$ cat config.mk
export PLATFORM = sky130hd
export DESIGN_NAME = cgrf_queue
export DESIGN_NICKNAME = d
export VERILOG_FILES = /design/src/design/cgrf_pkg.sv /design/src/design/cgrf_queue.sv
export SDC_FILE = /design/constraint.sdc
export NUM_CORES = 1
export LEC_CHECK = 0
export BUFFER_PORTS_ARGS = -buffer_cell sky130_fd_sc_hd__buf_4
export CORE_MARGIN = 4
export CORE_UTILIZATION = 51
export CTS_CLUSTER_DIAMETER = 60
export DETAILED_ROUTE_END_ITERATION = 12
export PLACE_DENSITY = 0.75
export SLEW_MARGIN = 40
export SYNTH_ARGS = -nofsm -noshare
export SYNTH_HDL_FRONTEND = slang
export SYNTH_SLANG_ARGS = --single-unit
$ cat constraint.sdc
create_clock -name clk -period 1.69 [get_ports clk]
set_input_delay 0.169 -clock clk [delete_from_list [all_inputs] [get_ports clk]]
set_output_delay 0.169 -clock clk [all_outputs]
set_load 0.05 [all_outputs]
$ cat src/design/cgrf_pkg.sv
// Shared types and constants for the character grid rotate/flip unit.
// Holds request/response payloads, opcodes and the internal command format.
// No dependencies.
`timescale 1ns / 1ps

package cgrf_pkg;

  // Request opcodes
  localparam logic [2:0] OP_WRITE  = 3'd0;
  localparam logic [2:0] OP_READ   = 3'd1;
  localparam logic [2:0] OP_ROTATE = 3'd2;
  localparam logic [2:0] OP_MIRROR = 3'd3;
  localparam logic [2:0] OP_HALF   = 3'd4;
  localparam logic [2:0] OP_CLEAR  = 3'd5;

  // Command kinds handed from the front to the back
  localparam logic [1:0] CMD_NONE  = 2'd0;
  localparam logic [1:0] CMD_WRITE = 2'd1;
  localparam logic [1:0] CMD_READ  = 2'd2;
  localparam logic [1:0] CMD_CLEAR = 2'd3;

  // Widest physical address: a 256 x 256 grid
  localparam int ADDR_MAX_W = 16;

  // Command queue between front and back
  localparam int QUEUE_DEPTH = 4;

  localparam logic [7:0] SPACE_GLYPH = 8'h20;

  typedef struct packed {
    logic [2:0] opcode;
    logic [7:0] row;
    logic [7:0] column;
    logic [7:0] glyph;
  } req_item_t;

  typedef struct packed {
    logic [7:0] read_glyph;
    logic       status;
  } rsp_item_t;

  typedef struct packed {
    logic [1:0]            kind;
    logic [ADDR_MAX_W-1:0] addr;
    logic [7:0]            glyph;
    logic                  bad;
  } cmd_t;

  typedef struct packed {
    logic init_busy;
  } back_status_t;

endpackage

$ cat src/design/cgrf_queue.sv
// Short command queue between front and back of the grid unit.
// Holds cgrf_pkg::cmd_t entries in flip-flops. Uses cgrf_pkg.
`timescale 1ns / 1ps

module cgrf_queue import cgrf_pkg::*; (
  input  logic clk,
  input  logic rst,
  input  logic push,
  input  cmd_t push_cmd,
  input  logic pop,
  output cmd_t head,
  output logic full,
  output logic empty
);

  localparam int PW = $clog2(QUEUE_DEPTH);
  localparam int NW = $clog2(QUEUE_DEPTH + 1);

  cmd_t          entries [QUEUE_DEPTH];
  logic [PW-1:0] wr_ptr, rd_ptr;
  logic [NW-1:0] count;

  assign full  = (count == NW'(QUEUE_DEPTH));
  assign empty = (count == '0);
  assign head  = entries[rd_ptr];

  // Store pushed commands
  always_ff @(posedge clk) begin
    if (push) begin
      entries[wr_ptr] <= push_cmd;
    end
  end

  // Advance pointers and fill count
  always_ff @(posedge clk) begin
    if (rst) begin
      wr_ptr <= '0;
      rd_ptr <= '0;
      count  <= '0;
    end else begin
      if (push) begin
        wr_ptr <= PW'(wr_ptr + 1'b1);
      end
      if (pop) begin
        rd_ptr <= PW'(rd_ptr + 1'b1);
      end
      if (push && !pop) begin
        count <= count + 1'b1;
      end else if (pop && !push) begin
        count <= count - 1'b1;
      end
    end
  end

endmodule

# Word level (Yosys, flattened, before mapping)

Memory sizes are Yosys's and may differ from the RTL's. A register that Yosys moved wholly into a read port is not among the register bits.
Cells that the tools add are included.

Input bits: 31
Logic and storage cells: 21
Register bits after elaboration: 7
Output and inout port bits: 29
Memory bits (writable): 108
Memories kept: 1

Add/subtract/negate cells: 4
Eq/ne operators: 1
Multiplexer cells: 6
Reduce and logical (&&, ||, !) cells: 6

Memory list:

| memory  | depth | bits a word | rd ports | clocked after Yosys merged registers in | wr ports | line             | source |
|---|---|---|---|---|---|---|---|
| entries | 4     | 27          | 1        | 1                                       | 1        | cgrf_queue.sv:19 | `cmd_t entries [QUEUE_DEPTH];` |

Operators by type and width:

| kind                | count |
|---|---|
| $mux 3              | 2 |
| $add 2x1->2 const B | 2 |
| $mux 2              | 2 |
| $add 3x1->3 const B | 1 |
| $eq 3x3->1 const B  | 1 |
| $logic_not 3->1     | 1 |
| $sub 3x1->3 const B | 1 |
| $logic_and 1x1->1   | 2 |
| $logic_not 1->1     | 2 |
| $mux 1              | 2 |
| $reduce_bool 2->1   | 1 |

# Logic depth before layout (Yosys ltp)

Word-level depth: 4
Mapped depth: 7

# Worst setup path after synthesis

No wires, ideal clock.

Path type: flip-flop to output port
From: register count[1]
To: output port full
Stages on the path, launching flop included: 2
Data arrival time: 1502 ps
Required time: 1521 ps
Buffers on the path: 0
Setup slack: 19 ps
Cells stage by stage: dfxtp_1 > nor3b_1

Longest elaborated chain between the ends: 1

RTL lines:

| what                     | line             | source |
|---|---|---|
| start: declaration       | cgrf_queue.sv:21 | `logic [NW-1:0] count;` |
| start signal: assignment | cgrf_queue.sv:48 | `count <= count + 1'b1;` |
| start signal: assignment | cgrf_queue.sv:50 | `count <= count - 1'b1;` |
| $eq 3x3->1               | cgrf_queue.sv:23 | `assign full = (count == NW'(QUEUE_DEPTH));` |
| end: declaration         | cgrf_queue.sv:12 | `output logic full,` |

Every way passes these cells.

==> flow_summary.toml <==
[run_status]
outcome = "finished with violations"
violations = "negative setup slack"

[routing]
drt_wl_total_mm = 7.88
drt_iter0_markers = 107
drcViolationCount = 0
via_count = 2157
post_drt_wl_per_cell_um = 19.0
drtPass1Iterations = 4
vias_per_cell = 5.20
antenna_left = 0

[sta]
final_min_period_over_clock_period_pct = 118
worst_pin_slew_ns = 0.417
fmax_mhz = 501
min_period_ns = 1.99
maxSlewHeadroom_pct = 72.2
finClkSkew_ns = 0.00863
setup_viol = 27
setup_slack_ns = -0.305
hold_violations = 0
slew_violations = 0
rsz0062_at_grt = "yes"
setup_tns_ns = -7.11

[critical_path]
slowest_delay_ns = 0.56
cp.required_ns = 1.52
crit_chain = "buf_12, mux4_2, buf_6"
endpoint_kind = "primary output"
crit_fanout = 6
worstSetupPathType = "flop to primary output"
cpMaxStageDelayCell = "mux4_2"
start_kind = "flop"
cp.arrival_ns = 1.83

[final_layout]
final_nets = 334
multi_input_area_um2 = 865
nFillCells = 489
regArea_um2 = 3430
drive_gt1_share_pct = 43.5
n_antenna_cell = 0
syn_to_final_growth_pct = 38.3

[global_route]
grt_pass1_wl_mm = 12.2
antenna_found_initial = 0
grt_pass1_vias = 2361
grt_usage_pct = 16.7
grt_overflow = 0
grt_max_degree = 28

[clock_tree]
cts_tree = "done"
clock_sinks = 117
clock_path_buffers = 2
cts_max_level = 4
clk_latency_ns = 0.50
clockRootBuffer = "clkbuf_8"
clkTransAtPathRegs_ns = 0.06
cts_made_buffers = 17

[placed_design]
io_buffers = 59
place_ws_ns = 0.0411
gp_congestion = 0.729
dp_hpwl_mm = 4.37

[yosys]
synth_fp_nets = 222
yosysSeqAreaShare_pct = 78.3
synth_top_cell_by_area = "edfxtp_1"
synth_seq_cells = 117
avgSynthCellArea_um2 = 23.6
syn_inst = 185
synth_warnings = 0
synth_area_um2 = 4370
synthTopCellsByArea = "edfxtp_1 74%, mux4_2 10%, mux4_1 4.2%"
post-synth-top-area-fraction_pct = 74.2
synth_cell_types = 22

[die]
num_rows = 33
start_util_pct = 52.7
die_area_um2 = 10100
ios = 60
die_w_um = 101
coreArea_um2 = 8300
die_h_um = 101

[power]
pwr-share-seq_pct = 41.6
p_int_uw = 6120
netSwitchingFraction_pct = 24.7
p_switching_uw = 2010
ir_drop_v = 0.000684
power_density_nw_per_um2 = 1340
p_clk_share_pct = 42.7
leakagePower_uw = 0.00215
comb_power_share_pct = 15.6

[hold_path]
hold_class = "input pin to flop"

[run]
drv_cap = 0
## cell type report
class / count / share of cell area, %
Clock buffer: 17 / 6.85
Clock inverter: 15 / 3.00
Inverter: 4 / 0.248
Multi-Input combinational cell: 57 / 14.3
Sequential cell: 117 / 56.7
Tap cell: 105 / 2.17
Timing Repair Buffer: 100 / 16.8
## cells in the final DEF (no fill, tap or decap), drive strengths merged
cell,n
a21oi,1
and2,4
buf,69
bufinv,3
clkbuf,18
clkinv,9
clkinvlp,2
dfxtp,9
dlygate4sd3,30
edfxtp,108
fa,1
ha,5
inv,5
mux2i,2
mux4,27
nand2,1
nor2,7
nor3,1
nor3b,1
o21ai,1
or3,1
xnor2,2
xor2,3
## metal layers
metal  up-vias  GRT usage [%]  part of all wire, %
met3         6           6.51                  4.8
met5         -              0                    0
met4         0           4.66                 0.57
met1      1106           20.9                   42
li1        990              -                    -
met2        55           27.2                   53
## path summary, 6_finish.rpt
check,slack (ns),from,endpoint,cells past startpoint
max,-0.30,flop,head[20],3
min,0.41,push_cmd[14],entries[0][14],2
max reg2reg,0.19,count[0],count[2],4
min reg2reg,0.53,rd_ptr[1],rd_ptr[1],2
## synthesized netlist by cell type
master / number
buf_2: 3
buf_6: 1
mux2i_1: 2
fa_1: 1
and2_1: 4
o21ai_0: 1
buf_12: 2
nor3b_1: 1
mux4_2: 20
mux4_1: 7
edfxtp_1: 108
inv_1: 4
xor2_1: 3
ha_1: 5
dfxtp_1: 9
nor2_1: 7
nor3_1: 1
nand2_1: 1
a21oi_1: 1
or3_1: 1
xnor2_1: 2
clkbuf_1: 1
## cells by family after synthesis
family	count (synthesis)	share of synthesized area (%)
compound gates	2	0.229
xor+xnor	5	1.00
fa+ha+maj	6	1.89
buf+inv	11	1.95
flops	117	78.3
mux	29	15.0
simple gates	15	1.69
## flip-flops by register name, indices dropped and copies added, names as in the netlist, named ones only
signal,count
wr_ptr,2
rd_ptr,2
entries,108
count,3
## power by group through the flow
stage / sequential, uW / combinational, uW / clock [uW]
5_1_grt: 3400 / 1340 / 3690
6_report: 3390 / 1270 / 3480
4_1_cts: 3380 / 1260 / 3540
3_3_place_gp: 3420 / 1080 / 0
3_5_place_dp: 3440 / 1100 / 0
2_1_floorplan: 3420 / 759 / 0
## critical path, delay by kind of cell (launching register included)
family	cells	cell delay (ns)
buffers and inverters	2	0.33
muxes	1	0.56
DFF	1	0.43
## through the flow
stage          cells  cell area (um2)  total power [uW]  util, %  hold slack (ns)
2_1_floorplan    185             4370              4180        -            0.268
3_3_place_gp     351             5000              4510     60.2            0.370
3_5_place_dp     351             5000              4530     60.2            0.372
4_1_cts          414             6000              8180     72.3            0.389
5_1_grt          415             6050              8430     72.9            0.386
6_report         415             6050              8130     72.9            0.407
## what timing repair did
action | in CTS | in global routing
endpoints found under the setup margin | 27 | 28
gates resized for setup | 36 | 6
cloned | 1 | 1
hold buffers | 30 | 0
buffers inserted | 0 | 1
hold endpoints to repair | 117 | 0
pin swaps | 0 | 5
Power figures use the tool's default switching activity.
