### src/design/cgrf_pkg.sv
// Shared types and constants for the character grid rotate/flip unit.
// Holds request/response payloads, opcodes and the internal command format.
// No dependencies.
`timescale 1ns / 1ps

package cgrf_pkg;

  // Request opcodes
  localparam logic [2:0] OP_WRITE  = 3'd0;
  localparam logic [2:0] OP_READ   = 3'd1;
  localparam logic [2:0] OP_ROTATE = 3'd2;
  localparam logic [2:0] OP_MIRROR = 3'd3;
  localparam logic [2:0] OP_HALF   = 3'd4;
  localparam logic [2:0] OP_CLEAR  = 3'd5;

  // Command kinds handed from the front to the back
  localparam logic [1:0] CMD_NONE  = 2'd0;
  localparam logic [1:0] CMD_WRITE = 2'd1;
  localparam logic [1:0] CMD_READ  = 2'd2;
  localparam logic [1:0] CMD_CLEAR = 2'd3;

  // Widest physical address: a 256 x 256 grid
  localparam int ADDR_MAX_W = 16;

  // Command queue between front and back
  localparam int QUEUE_DEPTH = 4;

  localparam logic [7:0] SPACE_GLYPH = 8'h20;

  typedef struct packed {
    logic [2:0] opcode;
    logic [7:0] row;
    logic [7:0] column;
    logic [7:0] glyph;
  } req_item_t;

  typedef struct packed {
    logic [7:0] read_glyph;
    logic       status;
  } rsp_item_t;

  typedef struct packed {
    logic [1:0]            kind;
    logic [ADDR_MAX_W-1:0] addr;
    logic [7:0]            glyph;
    logic                  bad;
  } cmd_t;

  typedef struct packed {
    logic init_busy;
  } back_status_t;

endpackage

### src/design/cgrf_front.sv
// Front end: accepts requests, checks coordinates, tracks orientation and
// maps logical coordinates to physical store addresses. Uses cgrf_pkg.
`timescale 1ns / 1ps

module cgrf_front import cgrf_pkg::*; #(
  parameter int GRID_SIZE = 64
) (
  input  logic         clk,
  input  logic         rst,
  input  logic         req_valid,
  output logic         req_stall,
  input  req_item_t    req_data,
  input  logic         queue_full,
  input  back_status_t back_status,
  output logic         push,
  output cmd_t         cmd
);

  localparam int CW    = (GRID_SIZE > 2) ? $clog2(GRID_SIZE) : 1;
  localparam int DEPTH = GRID_SIZE * GRID_SIZE;
  localparam int AW    = $clog2(DEPTH);
  localparam logic [CW-1:0] LAST_COORD = CW'(GRID_SIZE - 1);

  logic [1:0]    quarter_turns, quarter_turns_next;
  logic          mirrored, mirrored_next;
  logic          accept;
  logic          is_access, bad;
  logic [CW-1:0] r_in, c_in, r_rot, c_rot, c_phys;
  logic [AW-1:0] phys_addr;

  // Hold off requests while the store is swept after reset, or queue is full
  assign req_stall = queue_full | back_status.init_busy;
  assign accept    = req_valid & ~req_stall;
  assign push      = accept;

  // Range check on the logical coordinates
  always_comb begin
    is_access = req_data.opcode inside {OP_WRITE, OP_READ};
    bad = is_access &&
          ((9'(req_data.row) >= 9'(GRID_SIZE)) || (9'(req_data.column) >= 9'(GRID_SIZE)));
  end

  // Map logical to physical: undo the turns, then the mirror
  always_comb begin
    r_in = req_data.row[CW-1:0];
    c_in = req_data.column[CW-1:0];
    case (quarter_turns)
      2'd0: begin
        r_rot = r_in;
        c_rot = c_in;
      end
      2'd1: begin
        r_rot = LAST_COORD - c_in;
        c_rot = r_in;
      end
      2'd2: begin
        r_rot = LAST_COORD - r_in;
        c_rot = LAST_COORD - c_in;
      end
      default: begin
        r_rot = c_in;
        c_rot = LAST_COORD - r_in;
      end
    endcase
    c_phys    = mirrored ? (LAST_COORD - c_rot) : c_rot;
    phys_addr = AW'(AW'(r_rot) * AW'(GRID_SIZE)) + AW'(c_phys);
  end

  // Classify into a command for the back end
  always_comb begin
    cmd.addr  = ADDR_MAX_W'(phys_addr);
    cmd.glyph = req_data.glyph;
    cmd.bad   = bad;
    case (req_data.opcode)
      OP_WRITE: cmd.kind = bad ? CMD_NONE : CMD_WRITE;
      OP_READ:  cmd.kind = bad ? CMD_NONE : CMD_READ;
      OP_CLEAR: cmd.kind = CMD_CLEAR;
      default:  cmd.kind = CMD_NONE;
    endcase
  end

  // Advance the orientation
  always_comb begin
    quarter_turns_next = quarter_turns;
    mirrored_next      = mirrored;
    if (accept) begin
      case (req_data.opcode)
        OP_ROTATE: quarter_turns_next = quarter_turns + 2'd1;
        OP_MIRROR: begin
          quarter_turns_next = 2'd0 - quarter_turns;
          mirrored_next      = ~mirrored;
        end
        OP_HALF:   quarter_turns_next = quarter_turns + 2'd2;
        OP_CLEAR: begin
          quarter_turns_next = 2'd0;
          mirrored_next      = 1'b0;
        end
        default: ;
      endcase
    end
  end

  always_ff @(posedge clk) begin
    if (rst) begin
      quarter_turns <= 2'd0;
      mirrored      <= 1'b0;
    end else begin
      quarter_turns <= quarter_turns_next;
      mirrored      <= mirrored_next;
    end
  end

endmodule

### config.mk
export PLATFORM = sky130hd
export DESIGN_NAME = cgrf_front
export DESIGN_NICKNAME = d
export VERILOG_FILES = /design/src/design/cgrf_pkg.sv /design/src/design/cgrf_front.sv
export SDC_FILE = /design/constraint.sdc
export NUM_CORES = 1
export LEC_CHECK = 0
export ABC_CLOCK_PERIOD_IN_PS = 1600
export BUFFER_PORTS_ARGS = -buffer_cell sky130_fd_sc_hd__buf_2
export CAP_MARGIN = 40
export CORE_MARGIN = 1
export CORE_UTILIZATION = 23
export DETAILED_ROUTE_END_ITERATION = 6
export PLACE_DENSITY = 0.53
export REMOVE_ABC_BUFFERS = 1
export SYNTH_ARGS = -nofsm -noshare
export SYNTH_HDL_FRONTEND = slang
export SYNTH_SLANG_ARGS = --single-unit
### constraint.sdc
create_clock -name clk -period 1.6 [get_ports clk]
set_input_delay 0.32 -clock clk [delete_from_list [all_inputs] [get_ports clk]]
set_output_delay 0.32 -clock clk [all_outputs]
set_load 0.02 [all_outputs]
# Word level (Yosys, flattened, before mapping)
# Index checks and enable logic that the tools add are counted.
[totals] reg_bits=3 ram_bits=0 rom_bits=0 mem_count=0 latch_bits=0 inputBits=32
[op_classes] n_reduce_logical=9 addsub=7 magnitude_cmp=2 mux=8 bitwise_logic=4 n_mul=0 div=0 shift=0 eq_ne=7
[ops] cell="6-bit one-hot mux with 3 select lines" n=2
[ops] cell="6-bit subtractor, first input constant" n=3
[ops] cell="8-bit by 7-bit greater-or-equal comparator with 1-bit output, second input constant" n=2
[ops] cell="12-bit by 6-bit adder with 12-bit output" n=1
[ops] cell="2-bit one-hot mux with 4 select lines" n=1
[ops] cell="3-bit by 2-bit equality test with 1-bit output, second input constant" n=2
[ops] cell="3-bit equality test, second input constant" n=2
[ops] cell="6-bit two-way mux" n=1
[ops] cell="2-bit one-hot mux with 3 select lines" n=1
[ops] cell="2-bit AND reduction" n=2
[ops] cell="2-bit nonzero test" n=2
[ops] cell="4-bit nonzero test" n=1
[ops] cell="3-bit by 1-bit equality test with 1-bit output, second input constant" n=1
[ops] cell="3-bit zero test" n=1
[ops] cell="2-bit by 1-bit adder with 2-bit output, second input constant" n=1
[ops] cell="2-bit adder, second input constant" n=1
[ops] cell="2-bit by 1-bit equality test with 1-bit output, second input constant" n=1
[ops] cell="2-bit equality test, second input constant" n=1
[ops] cell="2-bit zero test" n=1
[ops] cell="2-bit two-way mux" n=1
[ops] cell="1-bit inverter" n=2
[ops] cell="1-bit one-hot mux with 2 select lines" n=1
[ops] cell="1-bit by 2-bit subtractor with 2-bit output, first input constant" n=1
[ops] cell="1-bit bitwise AND" n=1
[ops] cell="other kinds (4)" n=4

# Depth between registers and ports, before layout
# Gate-level depths: netlist of the first run.
[depth] word_depth=5 depth_mapped=6

# Worst setup path after synthesis of the first run
# No wires, ideal clock.
[synth_timing] kind="register to output" from="register quarter_turns[0]" to="output port cmd[11] (netlist bit)" t_arrival_ns=1.425 stages_incl_launch_ff=7 required_time_ns=1.280 setup_slack_ns=-0.145 cell_sequence="dfxtp_1 > inv_1 > ha_1 > buf_2 > a21oi_1 > a32oi_1 > xor2_1"
[synth_rtl] item="from (decl)" line="cgrf_front.sv:24" text="logic [1:0] quarter_turns, quarter_turns_next;"
[synth_rtl] item="from (signal assigned)" line="cgrf_front.sv:108" text="quarter_turns <= quarter_turns_next;"
[synth_rtl] item="to (decl)" line="cgrf_front.sv:16" text="output cmd_t cmd"

==> results.md, run 1 <==
* Status: complete, but fails checks
* Failing checks: setup timing
* Leakage power at 0.000598 µW
* R2R setup slack at 330 ps
* Flops & latches, synth at 3
* Yosys warns at 0
* DR vias/cell at 4.54
* RR Endpoint: quarter_turns[0]
* Placed cell areas at 0.00104 mm²
* Post-place setup slack at -263 ps
* Final nets at 185
* CTS sink cnt at 3
* Reg2reg path depth at 5
* Initial antenna violation count at 0
* Largest family of logic cells by synthesized area: simple AND/OR/NAND/NOR gates
* Share of layout cells above drive strength 1 at 62.8%
* RSZ-0062 raised after global routing: true
* Num ports at 61
* Tmin final at 1890 ps
* Setup ws final at -290 ps
* Clk buf depth at 2
* Worst hold slack at 275 ps
* Routed wire length per instance at 11.4 µm
* Area share of the largest cell type after synthesis at 12.8%
* Global placement routability congestion at 0.666
* Die area at 0.00380 mm²
* Area grow syn2layout at 58.7%
* Max VDD drop at 0.000312 V
* Worst setup SP type: flop
* Clock-pin slew on the worst setup and hold paths at 40 ps
* Post-DRT Antenna Nets at 0
* Vias in the first global route at 805
* CP peak stage delay at 350 ps
* ANT cells at 0
* Pwr Density at 423 mW/mm²
* Most frequent CP cell: buf_4
* Fmax at 529 MHz
* IO Port Bufs at 40
* Detailed Route Iter0 Violations at 7
* Vias at 880
* HPWL Detailed at 1670 µm
* Row count at 21
* Fin. max-slew vios at 0
* DR pass1 iterations at 2
* Root Buffer: clkbuf_4
* CP Data Arrival Time at 1570 ps
* Crit Path Max Fanout at 6
* Worst Hold Class: primary input to flop
* CP max stage cell: dfxtp_4
* Hold Buf Count CTS at 0
* Mux cell area share after synthesis at 19.4%
* Post-Layout Cell Count at 194
* Num CTS Buffers at 3
* Post-synth EDFFs at 0
* Yosys top cell by area: buf_4
* Synth Area in Compound Gates at 19.3%
* Setup Skew at 0.0109 ps
* CP delay by family, top: buffers and inverters
* Initial core utilization at 24.3%
* Maxcap violations at 0
* CP cell instances: buf_4, ha_4, buf_4, buf_4, mux2_2, buf_2
* DRC viols at 0
* Clock Latency Late Sink at 240 ps
* Final Cell Area at 0.00130 mm²
* Post-synthesis simple-gate area fraction at 20.5%
* Hold path cells at 2
* Sequential share of the synthesized area at 7.34%
* Most frequent cell after synthesis: buf_4
* Distinct cells, synth at 34
* Worst path bufs/invs at 4
* Hold Fails Final Rpt at 0
* Core area at 0.00336 mm²
* Cell count after synthesis at 105
* Die W at 61.6 µm
* Power consumption at 549 µW
* Worst Hold End: quarter_turns[1]
* Setup crit end kind: primary output
* Tot GR Track Use at 11.7%
* Tcrit/Tclk final at 118%
* Die height at 61.6 µm
* Post-Synthesis Cell Area at 818 µm²
* First-pass GRT wire length at 3280 µm
* CTS H-tree lvls at 1
* Hold path startpoint: rst
* Asr flop ratio synth at 0%
* Setup Viol. Count Final at 12
* Largest net degree at the start of global routing at 13
* TritonCTS clock tree: yes
* Synth area leaders: buf_4 (13%), mux2i_1 (9.8%), mux2_2 (8.3%)
* Synth Area in XOR/XNOR at 8.41%
* Wirelength, routed at 2210 µm
* Inst Count DP at 186
* Required time of the worst setup path at 1280 ps
* Synth cell count leaders: buf_4 (14), a21oi_1 (8), mux2i_1 (8)
* RR Startpoint: quarter_turns[0]
* Top FF cell, synth: dfxtp_1
* Synth Area in Adders at 6.12%
* Setup CP Type: flop to primary output
* Syn avg cell area at 7.79 µm²
* GR Overflow Total at 0
cells in the final DEF, fill, tap and decap left out, types with 2 or more instances in the layout:
master    instances
nand2b_1          6
a21oi_1           2
a32oi_2           3
a21oi_2           6
nor2_1            2
buf_4            18
clkbuf_4          3
buf_6            10
buf_2            28
ha_4              4
mux2_2            6
nor3_1            2
inv_2             2
o21ai_0           2
nand2_2           2
nor2b_1           2
a32oi_1           2
mux2i_1           8
xor2_1            6
nand2_1           4
conb_1            4
o21ai_1           4
cell type report:
| cell class | count | area [µm²] |
|---|---|---|
| Fill cell | 372 | 2060 |
| Multi-Input combinational cell | 82 | 748 |
| Timing Repair Buffer | 56 | 388 |
| Sequential cell | 3 | 65.1 |
| Tap cell | 46 | 57.6 |
| Clock buffer | 4 | 26.3 |
| Inverter | 3 | 13.8 |
worst max path at each step:
stage / start / endpoint / depth (start not counted)
global placement: quarter_turns[1] / cmd[11] / 6
CTS: quarter_turns[1] / cmd[17] / 6
floorplan: quarter_turns[1] / cmd[10] / 4
finish: quarter_turns[1] / cmd[18] / 6
global route: quarter_turns[1] / cmd[13] / 8
detailed placement: quarter_turns[0] / cmd[13] / 6
power breakdown:
part / internal (µW) / switching [µW]
combinational: 161 / 173
sequential: 76.6 / 3.68
clock: 93.6 / 41.9
sequential cells by signal, summed over array words and instances (netlist names):
| name | flops |
|---|---|
| mirrored | 1 |
| quarter_turns | 2 |
per-layer routing:
| metal | GRT usage [%] | part of all wire [%] |
|---|---|---|
| met5 | 0 | 0 |
| met4 | 2.86 | 0.63 |
| met3 | 4.83 | 8.8 |
| met2 | 22.7 | 53 |
| met1 | 11.2 | 38 |
worst register-to-register path: stages (launching register included):
cell	delay (ps)
dfxtp_2	320
buf_6	130
buf_4	130
and4b_1	190
a41o_2	220
o21ba_1	170
stage by stage:
stage | setup TNS (ps) | utilization [%]
after floorplan | -1410 | -
after global placement | -1870 | 30.8
after detailed placement | -2750 | 30.8
after CTS | -3500 | 36.2
after global routing | -4270 | 38.6
final | -3250 | 38.6
repair_timing:
item                       in CTS  in global routing
pin swaps                       5                  5
gates resized for setup        38                 19
setup endpoints to repair      12                 14
cloned                          1                  0
setup buffers                   2                  1
logic make-up (layout without fill, tap and decap cells):
family          Yosys count  in the layout
other cells               1              4
compound gates           24             24
flops                     3              3
mux                      15             15
buf+inv                  23             63
xor+xnor                  7              7
simple gates             28             28
fa+ha+maj                 4              4
No activity file was read; power rests on OpenSTA's default activity.
==> run 2, diff against run 1 <==
Settings changed: CORE_ASPECT_RATIO set to 1.4, CTS_CLUSTER_SIZE set to 40.
==> results.md, run 2 (synthesis gave the netlist of run 1 again) <==
* Fin. max-slew vios at 0
* RSZ-0062 raised after global routing: true
* Detailed Route Iter0 Violations at 5
* RR Startpoint: quarter_turns[0]
* Row count at 25
* CP Data Arrival Time at 1590 ps
* Core area at 0.00338 mm²
* GR Overflow Total at 0
* Commonest non-fill, non-tap cell in the layout: buf_2
* Initial antenna violation count at 0
* Vias in the first global route at 814
* Fmax at 525 MHz
* Largest net degree at the start of global routing at 13
* Clock Latency Late Sink at 220 ps
* DR vias/cell at 4.73
* Num ports at 61
* Initial core utilization at 24.2%
* Worst Hold Class: primary input to flop
* Pwr Density at 499 mW/mm²
* ANT cells at 0
* Final Cell Area at 0.00129 mm²
* Die area at 0.00380 mm²
* CTS H-tree lvls at 1
* Share of layout cells above drive strength 1 at 57.4%
* Most frequent cells in the layout: buf_2 (28), buf_6 (16), buf_4 (12)
* Tot GR Track Use at 11.6%
* Num CTS Buffers at 3
* Max VDD drop at 0.000378 V
* Hold Fails Final Rpt at 0
* Status: complete, but fails checks
* Area grow syn2layout at 57.3%
* Largest registers: quarter_turns: 2 flops, mirrored: 1 flops
* Hold path startpoint: rst
* Crit Path Max Fanout at 6
* Critical path origin: quarter_turns[1]
* Worst hold slack at 302 ps
* Root Buffer: clkbuf_8
* Routed wire length per instance at 11.7 µm
* Maxcap violations at 0
* Tmin final at 1910 ps
* Failing checks: setup timing
* Die W at 52.4 µm
* DRC viols at 0
* Setup crit end kind: primary output
* CTS sink cnt at 3
* DR pass1 iterations at 3
* Wirelength, routed at 2210 µm
* Setup CP Type: flop to primary output
* Clock-pin slew on the worst setup and hold paths at 30 ps
* Post-DRT Antenna Nets at 0
* Required time of the worst setup path at 1280 ps
* Largest Register: quarter_turns
* Vias at 890
* Max reg flops at 2
* Worst setup SP type: flop
* Die height at 72.6 µm
* Setup ws final at -305 ps
* Clk buf depth at 2
* HPWL Detailed at 1590 µm
* Global placement routability congestion at 0.694
* IO Port Bufs at 40
* Tcrit/Tclk final at 119%
* Placed cell areas at 0.00102 mm²
* Final nets at 185
* Setup Skew at 0.0657 ps
* First-pass GRT wire length at 3390 µm
* Setup Viol. Count Final at 12
* Leakage power at 0.000601 µW
* TritonCTS clock tree: yes
* FILL cells at 356
==> run 2: cell counts in the layout (fill, tap and decap cells not counted) <==
No cell type changed its count.
==> run 2: timing repair <==
item | CTS | global route
resized for setup | 54 | 6
hold buffers | 0 | 0
pin swaps | 8 | 4
setup endpoints to repair | 12 | 12
setup buffers | 5 | 0
==> run 2: worst paths after layout <==
check	endpoint	slack (ps)	cells past startpoint
min reg2reg	quarter_turns[1]	700	3
max reg2reg	quarter_turns[0]	470	4
min	quarter_turns[1]	300	2
max	cmd[20]	-310	7
==> run 2: final cells by class <==
type | count | area, µm² | area share [%]
tap | 40 | 50.0 | 3.89
sequential | 3 | 65.1 | 5.05
inverter | 3 | 13.8 | 1.07
clock buffer | 4 | 45.0 | 3.50
timing repair buffer | 56 | 410 | 31.9
multi-input combinational | 82 | 703 | 54.6
==> run 2: per-stage QoR <==
stage               util [%]  cells  power, µW  worst slack, ps  TNS [ps]
CTS                     37.4    188        642             -296     -3360
detailed placement      30.3    179        349             -229     -2150
global placement        30.3    179        345             -182     -1740
global route            38.1    188        677             -369     -4100
finish                  38.1    188        642             -305     -3330
floorplan                  -     88        245             -237     -1410
==> run 2: report_power, final <==
group          switching [µW]  internal, µW  total, µW
sequential               4.12          76.8       80.9
combinational             167           166        333
clock                    57.9           171        228
==> run 2: metal layers <==
metal	global-route usage, %	part of all wire (%)
met1	11.6	38
met2	21.1	51
met3	3.96	9.1
met4	4.39	1.3
met5	0	0
==> run 2: worst max-delay path, cell delays in order, from the launching register on <==
cell	delay (ps)
dfxtp_4	350
buf_6	120
ha_4	160
buf_6	120
mux2i_1	110
o21ai_1	90
mux2_4	280
buf_6	130
==> run 3, diff against run 2 <==
Settings changed: CTS_BUF_LIST set to sky130_fd_sc_hd__clkbuf_8, HOLD_SLACK_MARGIN set to 0.06.
==> results.md, run 3 (synthesis gave the netlist of run 1 again) <==
* Status: complete, but fails checks
* Failing checks: setup timing
* Leakage power at 0.000605 µW
* Tmin final at 1910 ps
* FILL cells at 356
* Maxcap violations at 0
* Reg area at 65.1 µm²
* Most frequent cells in the layout: buf_2 (28), buf_6 (16), buf_4 (12)
* CTS sink cnt at 3
* Clk buf depth at 2
* DRC viols at 0
* Post-Layout Cell Count at 188
* Core area at 0.00338 mm²
* Final core area utilization at 38.1%
* Max reg flops at 2
* Initial core utilization at 24.2%
* RSZ-0062 raised after global routing: true
* Clock-pin slew on the worst setup and hold paths at 30 ps
* First-pass GRT wire length at 3390 µm
* Setup CP Type: flop to primary output
* Post-DRT Antenna Nets at 0
* Tcrit/Tclk final at 119%
* CTS H-tree lvls at 1
* Fmax at 525 MHz
* Worst Hold Class: primary input to flop
* Die area at 0.00380 mm²
* GR Overflow Total at 0
* Final nets at 185
* Die height at 72.6 µm
* CP Data Arrival Time at 1590 ps
* Setup Skew at 0.0657 ps
* Inst Count DP at 179
* Setup Viol. Count Final at 12
* Setup ws final at -305 ps
* Vias at 889
* Fin. max-slew vios at 0
* Tot GR Track Use at 11.6%
* Share of layout cells above drive strength 1 at 57.4%
* IO Port Bufs at 40
* Pwr Density at 494 mW/mm²
* DR vias/cell at 4.73
* Num ports at 61
* TritonCTS clock tree: yes
* Required time of the worst setup path at 1280 ps
* Wirelength, routed at 2200 µm
* HPWL Detailed at 1590 µm
* Pint at 407 µW
* Global placement routability congestion at 0.694
* Max VDD drop at 0.000377 V
* Combinational share of power at 52.3%
* Area grow syn2layout at 57.3%
* Clock Latency Late Sink at 220 ps
* Commonest non-fill, non-tap cell in the layout: buf_2
* Die W at 52.4 µm
* Worst hold slack at 302 ps
* Post-place setup slack at -229 ps
* Num CTS Buffers at 3
* Row count at 25
* Worst setup SP type: flop
* Hold Fails Final Rpt at 0
* Switching Fraction at 36.0%
* Multi-input gate area at 703 µm²
* Largest registers: quarter_turns: 2 flops, mirrored: 1 flops
* Setup crit end kind: primary output
* Vias in the first global route at 814
* Detailed Route Iter0 Violations at 5
* Crit Path Max Fanout at 6
* Initial antenna violation count at 0
* Largest net degree at the start of global routing at 13
* ANT cells at 0
* Largest Register: quarter_turns
* Share of power burned in registers at 12.7%
* Switching power at 229 µW
* Routed wire length per instance at 11.7 µm
* DR pass1 iterations at 3
* Clock power share at 34.9%
* Hold Buf Count CTS at 0
* Root Buffer: clkbuf_8
run 3: layout make-up:
class / count / area share [%]
multi-input cells: 82 / 54.6
repair buffers: 56 / 31.9
flip-flops and latches: 3 / 5.05
well taps: 40 / 3.89
clock buffers: 3 / 3.21
inverters: 3 / 1.07
clock inverters: 1 / 0.292
run 3: path summary, 6_finish.rpt:
path | slack [ps] | startpoint | to | cells past startpoint
worst min register to register | 700 | quarter_turns[1] | quarter_turns[1] | 3
worst min-delay path | 300 | rst | quarter_turns[1] | 2
worst max-delay path | -310 | quarter_turns[1] | cmd[20] | 7
worst max register to register | 470 | quarter_turns[0] | quarter_turns[0] | 4
run 3: layer usage:
metal	GRT usage [%]	vias to the layer above	share of wire (%)
met1	11.6	400	38
li1	-	437	-
met4	4.39	0	1.3
met5	0	-	0
met2	21.1	48	52
met3	3.96	4	9.1
run 3: power by group through the flow:
stage / registers, µW / logic (µW) / clock network [µW]
floorplan: 81.4 / 164 / 0
global placement: 81.5 / 264 / 0
detailed placement: 81.9 / 268 / 0
CTS: 81.0 / 329 / 226
global route: 81.6 / 357 / 232
finish: 80.9 / 333 / 222
run 3: metrics by stage:
step	setup TNS [ps]	cell area [µm²]	total power (µW)
4_1_cts	-3360	1260	635
6_report	-3330	1290	636
2_1_floorplan	-1410	689	245
3_5_place_dp	-2150	1020	349
3_3_place_gp	-1740	1020	345
5_1_grt	-4100	1290	671
run 3: timing repair:
| item | CTS | global route |
|---|---|---|
| endpoints found under the setup margin | 12 | 12 |
| pin swaps | 8 | 4 |
| setup buffers | 5 | 0 |
| gates resized for setup | 54 | 6 |
run 3: worst max-delay path: stages (launching register included):
cell and delay [ps]:
dfxtp_4 350, buf_6 120, ha_4 160, buf_6 120, mux2i_1 110, o21ai_1 90, mux2_4 280, buf_6 130
